**src/rtl/e2q_pkg.sv**
```systemverilog
// ----------------------------------------------------------------------------
// Euler to quaternion package
// Shared widths, CORDIC constants and data types.
// ----------------------------------------------------------------------------
package e2q_pkg;

    localparam int INNER_BITS  = 20;
    localparam int CORDIC_FRAC = 30;
    localparam int XW          = 33;
    localparam int ZW          = 34;
    localparam int IW          = INNER_BITS + 2;
    localparam int PW          = 2 * IW;
    localparam int SPLIT       = IW - 1;
    localparam int HW          = PW - SPLIT;
    localparam int HCW         = HW + IW;
    localparam int LCW         = 2 * IW;
    localparam int TW          = 3 * IW;
    localparam int SW          = TW + 1;
    localparam int TRIG_CUT    = CORDIC_FRAC - INNER_BITS;
    localparam int MIX_STAGES  = 6;
    localparam int ATAN_COUNT  = 24;

    localparam int LANE_PITCH = 0;
    localparam int LANE_ROLL  = 1;
    localparam int LANE_YAW   = 2;

    localparam logic signed [XW-1:0] CORDIC_GAIN = XW'(652032874);
    localparam logic signed [XW-1:0] TRIG_HALF   = XW'(1) <<< (TRIG_CUT - 1);

    localparam logic signed [ZW-1:0] ATAN_TABLE [ATAN_COUNT] = '{
        536870912, 316933406, 167458907, 85004756, 42667331, 21354465,
        10680862, 5340757, 2670675, 1335087, 667544, 333772,
        166886, 83443, 41722, 20861, 10430, 5215,
        2608, 1304, 652, 326, 163, 81
    };

    typedef logic signed [XW-1:0] e2q_vec_t;
    typedef logic signed [ZW-1:0] e2q_ang_t;
    typedef logic signed [IW-1:0] e2q_inner_t;

    typedef struct packed {
        e2q_vec_t x;
        e2q_vec_t y;
        e2q_ang_t z;
    } e2q_rot_t;

    typedef struct packed {
        e2q_inner_t cp;
        e2q_inner_t sp;
        e2q_inner_t cr;
        e2q_inner_t sr;
        e2q_inner_t cy;
        e2q_inner_t sy;
    } e2q_trig_t;

endpackage

```
**src/rtl/e2q_cordic_cell.sv**
```systemverilog
// ----------------------------------------------------------------------------
// CORDIC cell
// One registered rotation step applied to the pitch, roll and yaw lanes.
// ----------------------------------------------------------------------------
module e2q_cordic_cell #(
    parameter int STEP = 0
) (
    input  logic                    clk,
    input  logic                    rst_n,
    input  logic                    in_valid,
    input  e2q_pkg::e2q_rot_t [2:0] in_rot,
    output logic                    out_valid,
    output e2q_pkg::e2q_rot_t [2:0] out_rot
);
    import e2q_pkg::*;

    logic              valid_reg;
    e2q_rot_t [2:0]    rot_reg;
    e2q_rot_t [2:0]    rot_next;

    for (genvar k = 0; k < 3; k++) begin : g_lane
        e2q_vec_t x_cur;
        e2q_vec_t y_cur;
        e2q_ang_t z_cur;
        e2q_vec_t dx;
        e2q_vec_t dy;

        assign x_cur = in_rot[k].x;
        assign y_cur = in_rot[k].y;
        assign z_cur = in_rot[k].z;
        assign dx    = y_cur >>> STEP;
        assign dy    = x_cur >>> STEP;

        always_comb
        begin
            if (!z_cur[ZW-1])
            begin
                rot_next[k].x = x_cur - dx;
                rot_next[k].y = y_cur + dy;
                rot_next[k].z = z_cur - ATAN_TABLE[STEP];
            end
            else
            begin
                rot_next[k].x = x_cur + dx;
                rot_next[k].y = y_cur - dy;
                rot_next[k].z = z_cur + ATAN_TABLE[STEP];
            end
        end
    end

    always_ff @(posedge clk or negedge rst_n)
    begin
        if (!rst_n)
        begin
            valid_reg <= 1'b0;
        end
        else
        begin
            valid_reg <= in_valid;
        end
    end

    always_ff @(posedge clk)
    begin
        rot_reg <= rot_next;
    end

    assign out_valid = valid_reg;
    assign out_rot   = rot_reg;

endmodule

```
**config.mk**
```make
export PLATFORM = sky130hd
export DESIGN_NAME = e2q_cordic_cell
export DESIGN_NICKNAME = d
export VERILOG_FILES = /design/src/rtl/e2q_pkg.sv /design/src/rtl/e2q_cordic_cell.sv
export SDC_FILE = /design/constraint.sdc
export NUM_CORES = 1
export LEC_CHECK = 0
export BUFFER_PORTS_ARGS = -buffer_cell sky130_fd_sc_hd__buf_4
export CORE_AREA = 2 2 236 238
export CTS_CLUSTER_SIZE = 28
export DETAILED_ROUTE_END_ITERATION = 7
export DIE_AREA = 0 0 238 240
export GPL_TIMING_DRIVEN = 0
export PLACE_DENSITY = 0.66
export RECOVER_POWER = 25
export SKIP_CTS_REPAIR_TIMING = 1
export SKIP_LAST_GASP = 1
export SLEW_MARGIN = 5
export SYNTH_ARGS = -nofsm -noshare
export SYNTH_HDL_FRONTEND = slang
export SYNTH_SLANG_ARGS = --single-unit
```
**constraint.sdc**
```tcl
create_clock -name clk -period 0.8 [get_ports clk]
set_input_delay 0.12 -clock clk [delete_from_list [all_inputs] [get_ports clk]]
set_output_delay 0.12 -clock clk [all_outputs]
set_load 0.005 [all_outputs]
```
==> out/results.ini <==
[logic_synthesis]
compound_gate_portion_of_the_synthesized_area = 0.263
synth-adder-area-share = 0.172
syn_avg_cell_area_um2 = 8.06
synth.mux.area_fraction = 0.0236
synth_cells = 2846
ys_seq_elements = 298
synth_top_area_frac = 0.259
mappedNetlistArea_um2 = 22900
yosysSeqAreaShare = 0.260
synth_top_cell_by_area = dfxtp_1
synthTopCellsByArea = dfxtp_1 26%, ha_1 16%, a21oi_1 6.7%
yosys_warnings = 0
synth_top_family_by_area = compound AO/OA/AOI/OAI gates
synth.lib_cells_used.distinct = 99
post_synthesis_simple_gate_area_fraction = 0.132
synth-async-reset-ratio = 0.00336
postSynth.topFlopCell = dfxtp_1
syn_nets = 3458
synth-edff-count = 0
synthXorXnorAreaFrac = 0.0744

[sta]
maxSlewHeadroom = 0.204
rsz_0062_raised_after_global_routing = true
final_hold_viol_count = 14
period_needed_ns = 2.50
timing.final.setup_violations = 498
fmax_ghz = 0.399
drv_slew = 0
fin_crit_sh = 3.13
worst-slew-pin-transition_ns = 1.19
setup_slack_ns = -1.70
fin_hold_ws_ns = -0.140

[routing]
route.antenna.remaining_nets = 0
detailed_route_vias_per_instance = 5.76
first_iter_violations = 2496
totalWireLength_um = 105000
post_drt_wl_per_cell_um = 23.4
vias = 25700
drc_errors = 5
first_pass_iters = 8

[worst_setup_path]
critPathLaunch = in_rot[251]
critPathKind = input port to flip-flop
critPathArrivalTime_ns = 2.93
crit_path_max_fanout = 10
timing.critical_path.required_ns = 1.23
worstSetupEndpointType = flip-flop
worst_setup_path_start_kind = input port

[min_path]
worstHoldPathCells = 3
worst_hold_startpoint = in_rot[132]
hold_end = out_rot[133]
holdCritPathClass = input port to flip-flop

[power]
power_leakage_nw = 16.2
power.density_nw_per_um2 = 1730
vdd.ir_drop.worst_mv = 1.77

[placement]
io_buffer_count = 601
placement_cell_area_um2 = 30200
final_replace_weighted_congestion = 0.988
dp_cells = 4151
dp.final_hpwl_um = 80900

[die]
die-area_um2 = 57100
row_count = 86
design.core.area_um2 = 54700
die_x_um = 238
chipHeight_um = 240
num_io_pins = 604
initial_core_util = 0.420

[clock_tree]
tritoncts_clock_tree = done
clock_tree.root_cell = clkbuf_16
worst_setup_hold_path_clk_slew_ns = 0.06
htree_num_levels = 2
cts_buffer_depth = 3
cts.sinks = 298
numCtsBuffers = 35

[cells_and_area]
final_cell_mix = 679 x buf_4, 297 x dfxtp_1, 246 x inv_1
fillers = 4507
synthToLayoutAreaGrowth_pct = 57.7
non_filler_instances = 4467
postLayoutCellArea_um2 = 36200
layout-drive-gt1-share = 0.384
layout_commonest_cell = buf_4
nets = 4342

[run_status]
outcome = finished, violations left
violations = design-rule violations, negative hold slack, negative setup slack

[grt]
overflow = 0
grt_start_max_net_pins = 15
number_of_antenna_violations_at_the_first_check_in_global_routing = 11
grt_pass1_vias = 23900
grt_pass1_wl_um = 145000
gr-usage-all-layers = 0.329

[run]
cap_viol_max_count = 0

[registers in the layout (all words and copies together), names as in the netlist]
| name | flops |
|---|---|
| out_valid | 1 |
| out_rot | 297 |
[final cells by class]
type | count | area (um^2) | area share
antenna | 9 | 22.5 | 0.000622
buffer | 120 | 935 | 0.0258
clock buffer | 53 | 1100 | 0.0303
clock inverter | 8 | 46.3 | 0.00128
inverter | 310 | 1410 | 0.0390
multi-input combinational | 2107 | 18700 | 0.518
sequential | 298 | 5970 | 0.165
tap | 704 | 881 | 0.0243
timing repair buffer | 858 | 7070 | 0.195
[Yosys cell counts (9+ instances only)]
| master | count |
|---|---|
| and2_1 | 13 |
| nor2b_1 | 24 |
| xnor2_1 | 176 |
| o21bai_1 | 46 |
| mux2i_1 | 53 |
| a211oi_1 | 20 |
| nand4_1 | 25 |
| a21o_1 | 66 |
| a31o_2 | 9 |
| clkbuf_1 | 83 |
| o21ai_0 | 174 |
| o21a_1 | 27 |
| and3_1 | 13 |
| or3_1 | 21 |
| o221ai_1 | 11 |
| a21oi_1 | 308 |
| nor2_1 | 216 |
| dfxtp_1 | 297 |
| o211ai_1 | 32 |
| a31oi_1 | 30 |
| nand3_1 | 40 |
| nand2b_1 | 23 |
| a211o_1 | 11 |
| nand2_1 | 128 |
| nor3_1 | 57 |
| a311oi_1 | 12 |
| ha_1 | 297 |
| inv_1 | 302 |
| o31a_1 | 11 |
| nor4_1 | 19 |
| nand3b_1 | 9 |
| xor2_1 | 19 |
| buf_1 | 25 |
| fa_1 | 12 |
| or2_2 | 11 |
| buf_2 | 17 |
| o31ai_1 | 45 |
| or4_1 | 11 |
[cell families after synthesis]
| family | after synthesis |
|---|---|
| AND/OR/NAND/NOR | 627 |
| XOR/XNOR | 195 |
| flip-flops | 298 |
| buffers and inverters | 441 |
| AO/OA/AOI/OAI | 922 |
| adder cells (fa/ha/maj) | 309 |
| multiplexers | 54 |
[layer usage]
layer | track usage | part of all wire | vias to the layer above
li1 | - | - | 11800
met1 | 0.416 | 0.40 | 12400
met2 | 0.556 | 0.48 | 1314
met3 | 0.0672 | 0.083 | 244
met4 | 0.116 | 0.036 | 4
met5 | 0 | 0.00025 | -
[stage by stage]
stage | hold slack [ns] | setup TNS [ns] | util | worst slack (ns) | total power [mW]
after CTS | -0.685 | -305.49 | 0.574 | -2.06 | 58.2
after global routing | -0.138 | -306.07 | 0.662 | -1.70 | 65.4
final | -0.140 | -290.30 | 0.662 | -1.70 | 62.7
after detailed placement | -0.0993 | -320.68 | 0.553 | -2.62 | 42.1
after global placement | -0.104 | -321.80 | 0.553 | -2.64 | 42.0
after floorplan | -0.176 | -202.13 | - | -1.66 | 31.2
[critical path, cell delays in order]
cell and delay, ns:
buf_4 0.10, inv_1 0.04, ha_1 0.33, clkbuf_4 0.22
a21o_1 0.27, a21o_1 0.19, a21oi_1 0.35, nand2_1 0.18
a221o_1 0.33, a31oi_1 0.32, o211ai_1 0.21, o31ai_4 0.14
xnor2_1 0.12
[worst max path at each step]
stage	endpoint	slack (ns)	depth (start not counted)
detailed placement	out_rot[266]	-2.62	13
global placement	out_rot[266]	-2.64	13
global route	out_rot[196]	-1.70	12
finish	out_rot[266]	-1.70	13
CTS	out_rot[266]	-2.06	13
floorplan	out_rot[262]	-1.66	11
[power by group]
group,switching [mW],leakage (nW),internal [mW]
Combinational,14.9,13.1,13.3
Clock,6.46,0.569,9.43
Sequential,1.07,2.52,17.6
Total,22.4,16.2,40.3
Power figures use the tool's default switching activity.
